`src/hdl/pbts_pkg.sv`:
```
`default_nettype none

package pbts_pkg;

  localparam int NUM_TASKS = 8;
  localparam int TASK_W    = $clog2(NUM_TASKS);
  localparam int PRIO_W    = TASK_W + 1;
  localparam int IDX_W     = TASK_W + 1;
  localparam int DLY_W     = 16;
  localparam int MS_W      = 10;
  localparam int FUNC_W    = 3;

  localparam logic [FUNC_W-1:0] FUNC_TICK    = 3'd0;
  localparam logic [FUNC_W-1:0] FUNC_SUSPEND = 3'd1;
  localparam logic [FUNC_W-1:0] FUNC_RESUME  = 3'd2;
  localparam logic [FUNC_W-1:0] FUNC_DELAY   = 3'd3;
  localparam logic [FUNC_W-1:0] FUNC_LOCK    = 3'd4;
  localparam logic [FUNC_W-1:0] FUNC_UNLOCK  = 3'd5;

  localparam logic [MS_W-1:0]   MS_RESET  = 10'd1;
  localparam logic [PRIO_W-1:0] PRIO_NONE = PRIO_W'(NUM_TASKS);
  localparam logic [TASK_W-1:0] IDLE_TASK = TASK_W'(NUM_TASKS - 1);

  typedef enum logic [1:0] {
    S_IDLE,
    S_TICK,
    S_EXEC,
    S_DONE
  } state_t;

  // lowest set bit wins, none gives NUM_TASKS
  function automatic logic [PRIO_W-1:0] pick_prio(input logic [NUM_TASKS-1:0] map);
    logic [PRIO_W-1:0] res;
    res = PRIO_NONE;
    for (int i = NUM_TASKS - 1; i >= 0; i--) begin
      if (map[i]) begin
        res = PRIO_W'(i);
      end
    end
    return res;
  endfunction

endpackage

`default_nettype wire

```
`src/hdl/priority_bitmap_task_scheduler_unit.sv`:
```
// one event at a time: a new input beat is taken only in the idle state
// a tick walks over the delay memory, one entry per cycle, through its single
// read port, read-modify-write with a registered read
// reset: synchronous active-low rst_n clears ready map, lock, delay valid bits,
// sets running priority to none and ms_per_tick to 1
`default_nettype none

module priority_bitmap_task_scheduler_unit
  import pbts_pkg::*;
(
  input  wire logic                 clk,
  input  wire logic                 rst_n,
  input  wire logic                 cfg_we,
  input  wire logic [MS_W-1:0]      cfg_wdata,
  input  wire logic                 in_valid,
  output logic                      in_ready,
  input  wire logic [FUNC_W-1:0]    in_func,
  input  wire logic [TASK_W-1:0]    in_target_prio,
  input  wire logic                 in_target_self,
  input  wire logic [DLY_W-1:0]     in_delay_amount,
  output logic                      out_valid,
  input  wire logic                 out_ready,
  output logic [PRIO_W-1:0]         out_running_prio,
  output logic                      out_switched,
  output logic [NUM_TASKS-1:0]      out_ready_bits
);

  state_t state_r, state_nxt;

  logic [MS_W-1:0]      ms_r;
  logic [NUM_TASKS-1:0] ready_r, ready_nxt;
  logic [PRIO_W-1:0]    cur_r, cur_nxt;
  logic                 locked_r, locked_nxt;
  logic                 resched_r, resched_nxt;
  logic [IDX_W-1:0]     idx_r, idx_nxt;

  logic [FUNC_W-1:0]    func_r;
  logic [TASK_W-1:0]    prio_r;
  logic                 self_r;
  logic [DLY_W-1:0]     amount_r;

  logic                 out_valid_r, out_valid_nxt;
  logic [PRIO_W-1:0]    out_prio_r, out_prio_nxt;
  logic                 out_sw_r, out_sw_nxt;
  logic [NUM_TASKS-1:0] out_bits_r, out_bits_nxt;

  // delay memory
  logic [DLY_W-1:0]     dly_mem [NUM_TASKS];
  logic [NUM_TASKS-1:0] dvalid_r;
  logic                 mem_we;
  logic [TASK_W-1:0]    mem_waddr;
  logic [DLY_W-1:0]     mem_wdata;
  logic [TASK_W-1:0]    rd_addr;
  logic [DLY_W-1:0]     rd_data_r;
  logic                 rd_live_r;

  logic                 in_fire;
  logic                 out_free;
  logic [IDX_W-1:0]     proc_idx;
  logic [TASK_W-1:0]    proc_task;
  logic [DLY_W-1:0]     cur_dly;
  logic [DLY_W-1:0]     ms_ext;
  logic [TASK_W-1:0]    sus_task;
  logic [PRIO_W-1:0]    best_prio;

  assign in_ready  = (state_r == S_IDLE);
  assign in_fire   = in_valid && in_ready;
  assign out_free  = !out_valid_r || out_ready;
  assign rd_addr   = idx_r[TASK_W-1:0];
  assign proc_idx  = idx_r - IDX_W'(1);
  assign proc_task = proc_idx[TASK_W-1:0];
  assign cur_dly   = rd_live_r ? rd_data_r : '0;
  assign ms_ext    = DLY_W'(ms_r);
  assign sus_task  = self_r ? cur_r[TASK_W-1:0] : prio_r;
  assign best_prio = pick_prio(ready_r);

  assign out_valid        = out_valid_r;
  assign out_running_prio = out_prio_r;
  assign out_switched     = out_sw_r;
  assign out_ready_bits   = out_bits_r;

  // next state
  always_comb begin
    state_nxt = state_r;
    case (state_r)
      S_IDLE: begin
        if (in_fire) begin
          state_nxt = (in_func == FUNC_TICK) ? S_TICK : S_EXEC;
        end
      end
      S_TICK: begin
        if (idx_r == IDX_W'(NUM_TASKS)) begin
          state_nxt = S_DONE;
        end
      end
      S_EXEC: begin
        state_nxt = S_DONE;
      end
      S_DONE: begin
        if (out_free) begin
          state_nxt = S_IDLE;
        end
      end
      default: begin
        state_nxt = S_IDLE;
      end
    endcase
  end

  // datapath
  always_comb begin
    ready_nxt     = ready_r;
    cur_nxt       = cur_r;
    locked_nxt    = locked_r;
    resched_nxt   = resched_r;
    idx_nxt       = idx_r;
    mem_we        = 1'b0;
    mem_waddr     = '0;
    mem_wdata     = '0;
    out_valid_nxt = out_valid_r && !out_ready;
    out_prio_nxt  = out_prio_r;
    out_sw_nxt    = out_sw_r;
    out_bits_nxt  = out_bits_r;
    case (state_r)
      S_IDLE: begin
        idx_nxt     = '0;
        resched_nxt = (in_func == FUNC_TICK);
      end
      S_TICK: begin
        idx_nxt = idx_r + IDX_W'(1);
        if (idx_r != '0 && cur_dly != '0 && ms_r != '0) begin
          mem_we    = 1'b1;
          mem_waddr = proc_task;
          if (cur_dly <= ms_ext) begin
            mem_wdata            = '0;
            ready_nxt[proc_task] = 1'b1;
          end else begin
            mem_wdata = cur_dly - ms_ext;
          end
        end
      end
      S_EXEC: begin
        case (func_r)
          FUNC_SUSPEND: begin
            if (!(self_r && cur_r == PRIO_NONE) && !(!self_r && prio_r == IDLE_TASK)) begin
              mem_we              = 1'b1;
              mem_waddr           = sus_task;
              ready_nxt[sus_task] = 1'b0;
              resched_nxt         = (cur_r == {1'b0, sus_task});
            end
          end
          FUNC_RESUME: begin
            mem_we            = 1'b1;
            mem_waddr         = prio_r;
            ready_nxt[prio_r] = 1'b1;
            resched_nxt       = (cur_r > {1'b0, prio_r});
          end
          FUNC_DELAY: begin
            if (amount_r != '0 && cur_r != PRIO_NONE) begin
              mem_we                        = 1'b1;
              mem_waddr                     = cur_r[TASK_W-1:0];
              mem_wdata                     = amount_r;
              ready_nxt[cur_r[TASK_W-1:0]] = 1'b0;
              resched_nxt                   = 1'b1;
            end
          end
          FUNC_LOCK: begin
            locked_nxt = 1'b1;
          end
          FUNC_UNLOCK: begin
            locked_nxt  = 1'b0;
            resched_nxt = 1'b1;
          end
          default: begin
          end
        endcase
      end
      S_DONE: begin
        if (out_free) begin
          out_valid_nxt = 1'b1;
          out_bits_nxt  = ready_r;
          if (resched_r && !locked_r) begin
            cur_nxt      = best_prio;
            out_prio_nxt = best_prio;
            out_sw_nxt   = (best_prio != cur_r);
          end else begin
            out_prio_nxt = cur_r;
            out_sw_nxt   = 1'b0;
          end
        end
      end
      default: begin
      end
    endcase
  end

  always_ff @(posedge clk) begin
    if (!rst_n) begin
      state_r     <= S_IDLE;
      ms_r        <= MS_RESET;
      ready_r     <= '0;
      cur_r       <= PRIO_NONE;
      locked_r    <= 1'b0;
      resched_r   <= 1'b0;
      idx_r       <= '0;
      out_valid_r <= 1'b0;
      dvalid_r    <= '0;
    end else begin
      state_r     <= state_nxt;
      ready_r     <= ready_nxt;
      cur_r       <= cur_nxt;
      locked_r    <= locked_nxt;
      resched_r   <= resched_nxt;
      idx_r       <= idx_nxt;
      out_valid_r <= out_valid_nxt;
      if (cfg_we) begin
        ms_r <= cfg_wdata;
      end
      if (mem_we) begin
        dvalid_r[mem_waddr] <= 1'b1;
      end
    end
  end

  // payload registers
  always_ff @(posedge clk) begin
    if (in_fire) begin
      func_r   <= in_func;
      prio_r   <= in_target_prio;
      self_r   <= in_target_self;
      amount_r <= in_delay_amount;
    end
    out_prio_r <= out_prio_nxt;
    out_sw_r   <= out_sw_nxt;
    out_bits_r <= out_bits_nxt;
  end

  // delay memory ports
  always_ff @(posedge clk) begin
    if (mem_we) begin
      dly_mem[mem_waddr] <= mem_wdata;
    end
    rd_data_r <= dly_mem[rd_addr];
    rd_live_r <= dvalid_r[rd_addr];
  end

endmodule

`default_nettype wire

```
`config.mk`:
```
export PLATFORM = sky130hd
export DESIGN_NAME = priority_bitmap_task_scheduler_unit
export DESIGN_NICKNAME = d
export VERILOG_FILES = /design/src/hdl/pbts_pkg.sv /design/src/hdl/priority_bitmap_task_scheduler_unit.sv
export SDC_FILE = /design/constraint.sdc
export NUM_CORES = 1
export LEC_CHECK = 0
export BUFFER_PORTS_ARGS = -buffer_cell sky130_fd_sc_hd__buf_2
export CORE_UTILIZATION = 55
export DETAILED_ROUTE_END_ITERATION = 10
export PLACE_DENSITY = 0.76
export SYNTH_ARGS = -nofsm -noshare
export SYNTH_HDL_FRONTEND = slang
export SYNTH_SLANG_ARGS = --single-unit
```
`constraint.sdc`:
```
create_clock -name clk -period 3.4 [get_ports clk]
set_clock_uncertainty 0.05 [all_clocks]
set_input_delay 0.17 -clock clk [delete_from_list [all_inputs] [get_ports clk]]
set_output_delay 0.17 -clock clk [all_outputs]
set_load 0.005 [all_outputs]
```
==> impl.org, run 1 <==
** Timing
- Timing would allow up to ~300 MHz.
- Slew at the pin with the worst max-slew slack :: ~0.75 ns
- Endpoints failing setup :: 0
- Portion of the clock cycle consumed by the worst path in the final layout :: 96.0%
- The worst path needs between 3 and 4 ns of the cycle, external delays included.
- Final Hold Vio Count :: 0
- Setup repair after global routing left no endpoint under its margin.
- Headroom to the max-slew limit :: 50.2%
- Final-layout setup total negative slack :: 0 ns
- The final-report max-slew violation count was 0.

** Global route
- Pin count of the biggest net entering global routing :: 40
- Number of antenna violations at the first check in global routing :: 0
- Wire length of the first global-routing pass :: between 30,000 and 40,000 um
- The via count of the first global-routing pass is about 6,700.
- Summed over all layers, the global routing overflow is 0.
- All-Layer GR Usage :: a little over a quarter

** Route
- Via count normalized by instance count :: about 6.3
- In the detailed route, the total length drawn on met3 is roughly 1700 um.
- In this run the top signal layer used is met4.
- After detailed routing, the wire length on met1 is around 10000 um.
- In this run the remaining antenna-violating nets after routing total 0.
- Wire length on met2 :: 12,000 um
- Pre-Repair DR Iteration Count :: 5
- 1st-iter DRT viols :: between 500 and 600
- Wires add up to between 20,000 and 25,000 um.
- In the routed design, unresolved DRC markers number 0.
- After detailed routing, the average wire length per cell comes to 22.4 um.
- Via count :: 6,831

** Logic synthesis
- Register bit total from synthesis :: between 200 and 250
- Count of different cell masters after synthesis :: 73
- Top post-synthesis cells by area :: edfxtp_1 50%, dfxtp_1 11%, mux4_2 7.7%, nor2_1 2.6%, ha_1 2.5%
- After technology mapping, the gate count stands at about 730.
- Post-synthesis instance area :: about 10000 um^2
- A synthesized cell averages between 10 and 15 um^2.
- Summed over its instances, the top area cell type makes up between 40 and 50% of the synthesized netlist area.
- Proportion of synthesized chip area in sequential cells :: 61.0%
- In the synthesized netlist the async set-or-reset flop fraction comes to 0%.
- Count of yosys warnings during synthesis :: 0
- For this run, the leading register cell type out of synthesis is edfxtp_1.
- Counting flops with a built-in enable in the synthesized netlist gives approximately 160.
- Number of nets produced by synthesis :: 790
- Post-synthesis cell type with the largest combined area :: edfxtp_1

** Floorplan
- The floorplan step set the die height to roughly 140 um.
- The floorplan has 48 rows.
- For this configuration, the core starts out at a cell density of around 57%.
- Chip width :: between 100 and 150 um
- Die Area :: between 15,000 and 20,000 um^2
- During I/O placement, the number of pins put on the boundary was 53.
- The total area inside the core boundary comes to approximately 17,000 um^2.

** Finish
- Counting the fill cells in the layout gives roughly 1,200.
- The finished cells cover between 10,000 and 15,000 um^2.
- For this run, the number of standard cells in the final layout without fillers is about 1,100.
- Most frequent cells in the layout :: 164 x edfxtp_1, 59 x nor2_1, 55 x dfxtp_1
- Relative to the synthesized area, the layout overhead comes to 19.9%.
- The post-route netlist has around a quarter of its cells at a drive strength greater than 1.
- Final-stage net count :: approximately 900
- Summing all multi-input logic gate instances after layout gives approximately 3700 um^2.
- For this run, the share of the core covered by cells in the final layout is between 60% and 70%.
- Most common cell after layout, fill and taps aside :: edfxtp_1
- In the final layout, flip-flops and latches occupy 6050 um^2.
- Diode count :: 0

** Run status
- Status :: completed

** Clock network
- In this run the number of H-tree levels came out at 1.
- The number of clock buffers added by TritonCTS is 23.
- Clock tree from TritonCTS :: done
- After clock tree synthesis, the clock-pin slew on the worst setup and hold paths is 0.06 ns.
- TritonCTS sink count :: between 200 and 250
- The clock passes through at most 3 buffers.
- Clock latency on the worst-skew pair, taken at its later pin, is approximately 0.52 ns.
- Clock tree synthesis selected as its root buffer the cell clkbuf_16.

** Hold path
- The worst hold path belongs to the class input port to flop.

** Flow run
- Total of max-cap violations :: 0

** Power
- Static leakage :: 0.00384 uW
- Peak VDD IR :: 0.480 mV
- Total power for the finished layout comes to around 7400 uW.
- Power spread over the standard cell area amounts to 624 nW/um^2.

** Critical path
- Sequence of cells on the critical path :: nor4_1, buf_4, nand4_1, buf_4, a22o_1, a211oi_2, o311ai_4, nor2_1, buf_12
- Master of the slowest instance on the critical path :: nor4_1
- Data on the critical path arrives at its endpoint at between 3 and 4 ns.
- Type of the setup path with the least slack :: flop to flop
- The worst setup path is captured at a flop.
- Data required time at the worst endpoint :: 3.57 ns
- Of all nets on the critical path, the largest fanout is 16.
- In this design, the critical path's most frequently occurring cell is buf_4.
- Startpoint type of the worst setup path :: flop
- In this design, the stage delay of the slowest critical-path cell is ~0.52 ns.

** Placed design
- Dpl cell area :: roughly 11,000 um^2
- Routability Congestion :: about 0.95
- HPWL after detailed placement :: between 15,000 and 20,000 um
- Number of input and output port buffers inserted :: 52
- Post-placement cell count :: roughly 1,000
## report_power, final
part	internal [uW]	leakage, uW	switching, uW	total (uW)
logic	591	0.00173	963	1550
registers	3070	0.00172	119	3180
clock network	1630	0.000391	1050	2680
## kinds of logic after synthesis
family                   after synthesis  synth area share [%]
adder cells (fa/ha/maj)               21                  2.73
AO/OA/AOI/OAI                        149                  11.5
flip-flops                           220                  61.0
XOR/XNOR                              15                  1.33
multiplexers                          66                  11.2
AND/OR/NAND/NOR                      196                  9.86
buffers and inverters                 64                  2.47
## synthesized netlist by cell type, types with 3 or more instances
cell type	count
nand2b_1	6
and3_1	3
a32oi_1	12
nor2_1	68
nand3b_1	6
xnor2_1	11
a31oi_1	4
o32ai_1	4
o31ai_1	7
clkbuf_1	27
nand4_1	5
o311ai_0	5
o21a_1	13
mux2_2	17
a211oi_1	4
a21o_1	4
a22oi_1	17
nor3_1	11
a21oi_1	22
dfxtp_1	56
o211a_1	3
ha_1	20
edfxtp_1	164
inv_1	28
nor2b_1	10
nand2_1	38
o2111ai_1	3
nor2_2	3
nor4_1	11
mux2i_1	15
o21ai_0	23
nand3_1	9
xor2_1	4
mux4_2	34
and2_1	12
buf_1	6
## final timing paths
| check | from | endpoint | slack [ns] | cells past startpoint |
|---|---|---|---|---|
| max | amount_r[1] | dly_mem[2][5] | 0.14 | 9 |
| min reg2reg | dvalid_r[2] | dvalid_r[2] | 0.41 | 2 |
| min | cfg_we | ms_r[9] | 0.05 | 3 |
| max reg2reg | amount_r[1] | dly_mem[2][5] | 0.14 | 9 |
## state kept, by name, indices dropped and copies added (netlist names), 2 cells and up
| name | flops |
|---|---|
| idx_r | 4 |
| state_r | 2 |
| func_r | 3 |
| out_ready_bits | 8 |
| amount_r | 16 |
| rd_data_r | 16 |
| prio_r | 3 |
| dly_mem | 128 |
| cur_r | 4 |
| out_running_prio | 4 |
| ready_r | 8 |
| ms_r | 10 |
| dvalid_r | 8 |
## repair_timing
item | 4_1_cts | 5_1_grt
resized for setup | 0 | 13
endpoints found under the setup margin | 0 | 106
hold endpoints to repair | 35 | 0
hold buffers | 36 | 0
buffers inserted | 0 | 0
## cell type report
type	instances	share of cell area [%]
inverter	29	0.916
clock inverter	11	1.49
clock buffer	31	5.35
sequential	220	50.9
timing repair buffer	126	8.25
tap	225	2.37
multi-input combinational	447	30.8
## critical path, delay by kind of cell (launching register included)
kind	cells	cell delay, ns
DFF	1	0.42
and+or+nand+nor	3	1.03
AOI/OAI and AO/OA	3	0.76
buffers and inverters	3	0.68
## per-layer routing
metal / GRT usage (%) / vias up
li1: - / 3061
met1: 36.0 / 3391
met2: 46.2 / 317
met3: 4.25 / 62
met4: 7.96 / 0
met5: 0 / -
## per-stage QoR
| stage | setup slack [ns] | hold slack, ns |
|---|---|---|
| 2_1_floorplan | 0.0749 | 0.219 |
| 3_3_place_gp | 0.222 | 0.297 |
| 3_5_place_dp | 0.0913 | 0.298 |
| 4_1_cts | 0.0513 | 0.0446 |
| 5_1_grt | 0.000346 | 0.0714 |
| 6_report | 0.138 | 0.0534 |
Note: power is estimated with default switching activity, not from simulation.
==> inputs of run 2 (changes only) <==
- CTS_BUF_LIST: default -> sky130_fd_sc_hd__clkbuf_8 sky130_fd_sc_hd__clkbuf_16
==> run 2 against run 1 <==
Effect of this change:
- setup slack worse by 0.0085 ns
- critical path depth did not move
- critical endpoint unchanged
- sequential power about the same
- sequential cell count is the same
- global-route usage is the same
==> impl.org, run 2 (synthesis results as in run 1) <==
** Timing
- Time the final worst path needs with I/O delays and setup :: 3.27 ns (+0.00848 ns)
- The highest attainable clock frequency is 306 MHz (-0.26%).
- Final-layout setup total negative slack :: 0 ns (unchanged)
- Headroom to the max-slew limit :: 50.8% (+0.61 points)
- Setup repair after global routing left no endpoint under its margin.
- Max-slew violation count :: 0 (unchanged)
- Final Hold Vio Count :: 0 (unchanged)
- Portion of the clock cycle consumed by the worst path in the final layout :: 96.2% (+0.25 points)
- Endpoints failing setup :: 0 (unchanged)
- Slew at the pin with the worst max-slew slack :: 0.728 ns (-0.0195 ns)

** Critical path
- STA classifies the critical path endpoint as a flop.
- Data required time at the worst endpoint :: 3.57 ns (about the same)
- The slowest stage of the critical path belongs to the cell nor4_1.
- Sequence of cells on the critical path :: nor4_1, buf_4, nand4_1, buf_4, a22o_1, a211oi_2, o311ai_4, nor2_1, buf_12
- The worst setup path is of the flop to flop kind.
- Startpoint type of the worst setup path :: flop
- Most repeated library cell on the critical path :: buf_4
- Count of buffering cells on the critical path with inverters included :: 3 (unchanged)
- In this design, the largest share of critical-path delay is due to simple AND/OR/NAND/NOR gates.
- CP max FO :: 16 (unchanged)
- The arrival time of data at the critical path endpoint is 3.44 ns (about the same).
- Maximum single-stage delay on the critical path :: 0.52 ns (about the same)

** Power
- Ratio of total power to cell area :: 622 nW/um^2 (-0.24%)
- The net switching fraction of the power came to 28.8% (+0.032 points).
- The sequential group share of total power was 43.0% (about the same).
- Static leakage :: 0.00386 uW (+0.54%)
- Clock share of power :: 35.9% (-0.2 points)
- The cell internal power dissipation is 5270 uW (-0.29%).
- The combinational fraction of design power is 21.0% (about the same).
- Peak VDD IR :: 0.477 mV (-0.59%)
- The switching power of the nets was 2130 uW (-0.13%).

** Clock network
- The deepest clock path buffer count was 3 (unchanged).
- Clock buffers created by TritonCTS :: 23 (unchanged)
- TritonCTS sink count :: 220 (unchanged)
- Source-to-sink clock delay at the later pin of the worst-skew pair :: 0.52 ns (about the same)
- The root buffer cell chosen for the clock tree is clkbuf_16.
- Clock transition at the registers of the reported paths :: 0.06 ns (about the same)
- TritonCTS built the clock tree.
- Maximum level of the CTS H-tree :: 1 (unchanged)

** Finish
- The post-route cell area was 11,900 um^2 (unchanged).
- Max reg flops :: 128 (unchanged)
- More flip-flops sit in one register than any other, and that register is dly_mem.
- The antenna cell count was 0 (unchanged).
- The fraction of final layout cells sized beyond drive strength 1 was 24.4% (unchanged).
- Most frequent cells in the layout :: 164 x edfxtp_1, 59 x nor2_1, 55 x dfxtp_1
- The signed area change from the synthesized netlist to the final layout came to 19.9% (unchanged).
- The library cell used most frequently in the layout, excluding fill and tap cells, is edfxtp_1.
- The number of fillers in the final layout is 1,171 (unchanged).
- The largest registers in the layout are dly_mem: 128 flops, amount_r: 16 flops, rd_data_r: 16 flops.
- Final-stage net count :: 906 (unchanged)

** Floorplan
- The standard cell core area came to 17,500 um^2 (unchanged).
- I/O pins :: 53 (unchanged)
- The die boundary height is 136 um (unchanged).
- The overall die area is 18,600 um^2 (unchanged).
- Starting utilization of the core area :: 56.7% (unchanged)
- Chip width :: 136 um (unchanged)
- The number of rows created at floorplan was 48 (unchanged).

** Route
- The count of routing violations after the opening detailed-route iteration was 582 (+6.8%).
- The final routed wirelength across all metal layers came to 24,300 um (-0.25%).
- Pre-Repair DR Iteration Count :: 5 (unchanged)
- Post-detailed-route count of antenna-violating nets :: 0 (unchanged)
- DRC :: 0 (unchanged)
- Via count normalized by instance count :: 6.28 (+0.19%)
- The wire length per cell was 22.3 um (-0.25%).
- Via count :: 6,844 (+0.19%)

** Global route
- The overflow left after global routing is 0 (unchanged).
- The largest net degree at the start of global routing came to 40 (unchanged).
- The global-route wire length before repair was 37,600 um (unchanged).
- The global-route usage over all layers was 27.2% (unchanged).
- Vias in the first global route :: 6,735 (+0.015%)
- Number of antenna violations at the first check in global routing :: 0 (unchanged)

** Placed design
- The area of placed instances is 10,700 um^2 (unchanged).
- Routability Congestion :: 0.947 (unchanged)
- The count of port buffers added during placement was 52 (unchanged).
- HPWL after detailed placement :: 15,700 um (unchanged)

** Flow run
- Total of max-cap violations :: 0 (unchanged)

** Hold path
- The tightest min-delay check is of the input port to flop type.

** Run status
- Status :: completed
## run 2: changes by cell type in the layout (fill, tap and decap cells not counted)
cell and change:
clkbuf_1 -5, inv_1 +5
## run 2: final cells by class
cell class / instances / area (um^2) / area share (%)
inverter: 29 / 109 / 0.916
timing repair buffer: 126 / 981 / 8.25
tap: 225 / 282 / 2.37
clock buffer: 26 / 617 / 5.19
sequential: 220 / 6050 / 50.9
clock inverter: 16 / 196 / 1.65
multi-input combinational: 447 / 3660 / 30.8
## run 2: layer usage
metal  wire length (um)  vias up  track usage [%]  part of all wire (%)
met2              12000      325             46.2                    49
met4                716        0             7.96                   2.9
li1                   -     3062                -                     -
met1               9910     3399             36.0                    41
met3               1700       58             4.25                   7.0
met5                  0        -                0                     0
## run 2: final timing paths
path / to / startpoint / cells past startpoint / slack, ns
hold reg to reg: dvalid_r[2] / dvalid_r[2] / 2 / 0.41
setup / recovery: dly_mem[2][5] / amount_r[1] / 9 / 0.13
setup reg to reg: dly_mem[2][5] / amount_r[1] / 9 / 0.13
hold / removal: ms_r[5] / cfg_we / 3 / 0.05
## run 2: power by group through the flow
stage	Sequential (uW)	Clock [uW]	Combinational [uW]
2_1_floorplan	3200	0	1020
3_3_place_gp	3220	0	1420
3_5_place_dp	3240	0	1470
4_1_cts	3180	2700	1510
5_1_grt	3200	2800	1680
6_report	3180	2660	1550
## run 2: tightest hold or removal path, stage by stage
cell,delay [ns]
buf_2,0.19
mux2i_1,0.15
nor2_1,0.07
## run 2: through the flow
stage	worst slack [ns]	total power [uW]	util (%)	std cells	hold slack [ns]
after floorplan	0.0749	4220	-	731	0.219
after global placement	0.222	4640	61.1	1011	0.297
after detailed placement	0.0913	4700	61.1	1011	0.298
after CTS	0.0513	7390	67.8	1089	0.0446
after global routing	0.00000111	7680	68.0	1089	0.0714
final	0.129	7400	68.0	1089	0.0539
## run 2: what timing repair did
item,CTS,global route
resized for setup,0,13
endpoints found under the hold margin,35,0
buffers inserted,0,0
endpoints found under the setup margin,0,106
hold buffers,36,0
==> inputs of run 3 (changes only) <==
- MAX_ROUTING_LAYER: default -> met4
==> run 3 against run 2 <==
Effect of this change:
- worst hold slack worse by 0.034 ns
- setup slack better by 0.028 ns
- critical endpoint is now dly_mem[5][13]
- combinational power hardly changed
- core utilization is 0.39 points lower
- non-clock buffer count up 3
- routed wire length down 2.2%
==> impl.org, run 3 (synthesis results as in run 1) <==
** Critical path
- The required time reported for the critical path endpoint was 3.58 ns (about the same).
- CP max FO :: 8 (-8)
- Type of the setup path with the least slack :: flop to flop
- The critical path goes through nand2_1, ha_1, fa_1, nor2b_1, o31a_1, o31ai_1, a21oi_1, o21a_1, o2111ai_1, a21oi_1.
- The arrival time of data at the critical path endpoint is 3.42 ns (-0.02 ns).
- Master of the slowest instance on the critical path :: a21oi_1
- Critical path capture point type :: flop
- Startpoint type of the worst setup path :: flop
- Maximum single-stage delay on the critical path :: 0.52 ns (about the same)
- Most repeated library cell on the critical path :: a21oi_1

** Floorplan
- The overall die area was 18,600 um^2 (unchanged).
- The standard cell core area is 17,500 um^2 (unchanged).
- The horizontal extent of the die came to 136 um (unchanged).
- Vertical die dimension :: 136 um (unchanged)
- Starting utilization of the core area :: 56.7% (unchanged)
- I/O pins :: 53 (unchanged)
- Core Rows :: 48 (unchanged)

** Finish
- The number of flip-flops under the largest register name was 128 (unchanged).
- Fillcell total :: 1,192 (+1.8%)
- The largest registers in the layout are dly_mem: 128 flops, amount_r: 16 flops, rd_data_r: 16 flops.
- Leaving out fill and tap cells, the most frequent cell in the layout is edfxtp_1.
- Area overhead of the layout relative to synthesis :: 19.2%
- Filler-free cell count of the finished design :: 1,092 (+0.28%)
- The fraction of final layout cells sized beyond drive strength 1 was 24.0% (-0.43 points).
- Largest reg by FF count :: dly_mem
- The antenna cell count came to 0 (unchanged).
- Most frequent cells in the layout :: 164 x edfxtp_1, 66 x nor2_1, 55 x dfxtp_1
- The net total in the final layout is 909 (+0.33%).

** Placed design
- The placer's final routability congestion estimate is 0.932 (-1.6%).
- The count of port buffers added during placement came to 52 (unchanged).
- HPWL after detailed placement :: 15,700 um (-0.13%)
- The number of cells after detailed placement came to 1,015 (+0.40%).

** Power
- Internal Pwr Total :: 5080 uW (-3.7%)
- The leakage power was 0.00384 uW (-0.63%).
- Net load switching power :: 2080 uW (-2.4%)
- The sequential group share of total power is 44.5% (+1.5 points).
- The power density normalized to cell area was 605 nW/um^2 (-2.8%).
- Peak VDD IR :: 0.566 mV (+19%)
- The proportion of power drawn by the clock network is 34.1% (-1.8 points).
- Sw frac :: 29.0% (+0.27 points)
- Combinational share of power :: 21.4% (+0.4 points)
- Post-layout power :: 7150 uW (-3.3%)

** Timing
- The worst hold slack was 0.0197 ns (-0.0342 ns).
- Setup repair after global routing left no endpoint under its margin.
- Portion of the clock cycle consumed by the worst path in the final layout :: 95.4% (-0.82 points)
- Final-layout setup total negative slack :: 0 ns (unchanged)
- The final-report hold violation count came to 0 (unchanged).
- Endpoints failing setup :: 0 (unchanged)
- The highest attainable clock frequency came to 308 MHz (+0.86%).
- Max-slew violation count :: 0 (unchanged)
- The worst slew margin relative to its limit came to 49.0% (-1.7 points).
- Slew at the pin with the worst max-slew slack :: 0.764 ns (+0.0364 ns)
- The minimum period implied by the final worst setup slack is 3.24 ns (-0.0278 ns).

** Flow run
- The number of maximum-capacitance constraint violations was 0 (unchanged).

** Clock network
- The TritonCTS buffer count was 23 (unchanged).
- The latest clock arrival within the worst-skew pair was 0.52 ns (about the same).
- The number of buffers added for setup after CTS came to 0 (unchanged).
- The deepest clock path buffer count is 3 (unchanged).
- TritonCTS built the clock tree.
- Clock transition at the registers of the reported paths :: 0.06 ns (about the same)
- The tree is rooted in a clkbuf_16.
- The H-tree level count was 1 (unchanged).
- TritonCTS sink count :: 220 (unchanged)

** Hold path
- In this run the worst hold path is classified as input port to flop.

** Global route
- The global-route usage over all layers was 27.4% (+0.24 points).
- The largest net degree at the start of global routing came to 40 (unchanged).
- The via count of the first global-routing pass came to 6,577 (-2.3%).
- GRT overflow :: 0 (unchanged)
- Number of antenna violations at the first check in global routing :: 0 (unchanged)
- Wire length of the first global-routing pass :: 36,700 um (-2.5%)

** Route
- Wire length reported by the detailed router :: 23,700 um (-2.2%)
- Pre-Repair DR Iteration Count :: 6 (+1)
- The count of routing violations after the opening detailed-route iteration was 601 (+3.3%).
- The average vias per placed instance came to 6.22 (-1.0%).
- The number of antenna-violating nets in the routed design came to 0 (unchanged).
- The overall via count from detail_route is 6,791 (-0.77%).
- DRC :: 0 (unchanged)
- The wire length per cell was 21.7 um (-2.5%).

** Run status
- The run finished with clean final reports.
-- run 3: changes by cell type in the layout (fill, tap and decap cells not counted) --
cell           delta
inv_16            -1
buf_4             +4
a21oi_1           +1
inv_1             -2
clkinv_4          +3
a21oi_2           -1
clkinv_2          +2
clkbuf_8          -2
bufinv_16         -2
nor2_2            -7
clkinv_1          +1
dlygate4sd3_1     -1
clkinvlp_4        +1
nor2_1            +7
-- run 3: cell type report --
class / instances / area [um^2] / share of cell area [%]
clock buffers: 24 / 589 / 4.99
repair buffers: 129 / 1000 / 8.47
clock inverters: 18 / 156 / 1.32
multi-input cells: 447 / 3630 / 30.8
well taps: 225 / 282 / 2.38
flip-flops and latches: 220 / 6050 / 51.2
inverters: 29 / 109 / 0.921
-- run 3: final timing paths --
path	start	to	slack (ns)	cells after the start
hold / removal	rst_n	cur_r[3]	0.02	2
setup reg to reg	rd_live_r	dly_mem[5][13]	0.16	10
hold reg to reg	dvalid_r[4]	dvalid_r[4]	0.41	1
setup / recovery	rd_live_r	dly_mem[5][13]	0.16	10
-- run 3: layer usage --
| layer | up-vias | track usage, % | share of wire (%) | routed length (um) |
|---|---|---|---|---|
| met3 | 52 | 3.17 | 6.9 | 1650 |
| met2 | 311 | 44.1 | 48 | 11500 |
| met5 | - | - | 0 | 0 |
| li1 | 3075 | - | - | - |
| met1 | 3353 | 36.7 | 42 | 10100 |
| met4 | 0 | 8.46 | 2.2 | 520 |
-- run 3: timing repair --
item,4_1_cts,5_1_grt
hold endpoints to repair,34,0
setup endpoints to repair,0,42
resized for setup,0,5
hold buffers,35,0
-- run 3: critical path, delay by kind of cell (launching register included) --
kind | cells | cell delay [ns]
AND/OR/NAND/NOR | 2 | 0.25
flip-flops | 1 | 0.44
AO/OA/AOI/OAI | 6 | 1.58
adder cells (fa/ha/maj) | 2 | 0.63
-- run 3: per-stage QoR --
step	instance area, um^2	worst slack (ns)	utilization (%)
2_1_floorplan	9910	0.0749	-
6_report	11800	0.157	67.6
3_5_place_dp	10700	0.0732	61.3
3_3_place_gp	10700	0.203	61.3
5_1_grt	11800	0.00675	67.6
4_1_cts	11800	0.0145	67.6
-- run 3: power groups by stage --
| stage | registers (uW) | logic (uW) | clock network [uW] |
|---|---|---|---|
| 4_1_cts | 3180 | 1510 | 2470 |
| 6_report | 3180 | 1530 | 2440 |
| 3_3_place_gp | 3220 | 1430 | 0 |
| 5_1_grt | 3200 | 1670 | 2570 |
| 2_1_floorplan | 3200 | 1020 | 0 |
| 3_5_place_dp | 3230 | 1470 | 0 |
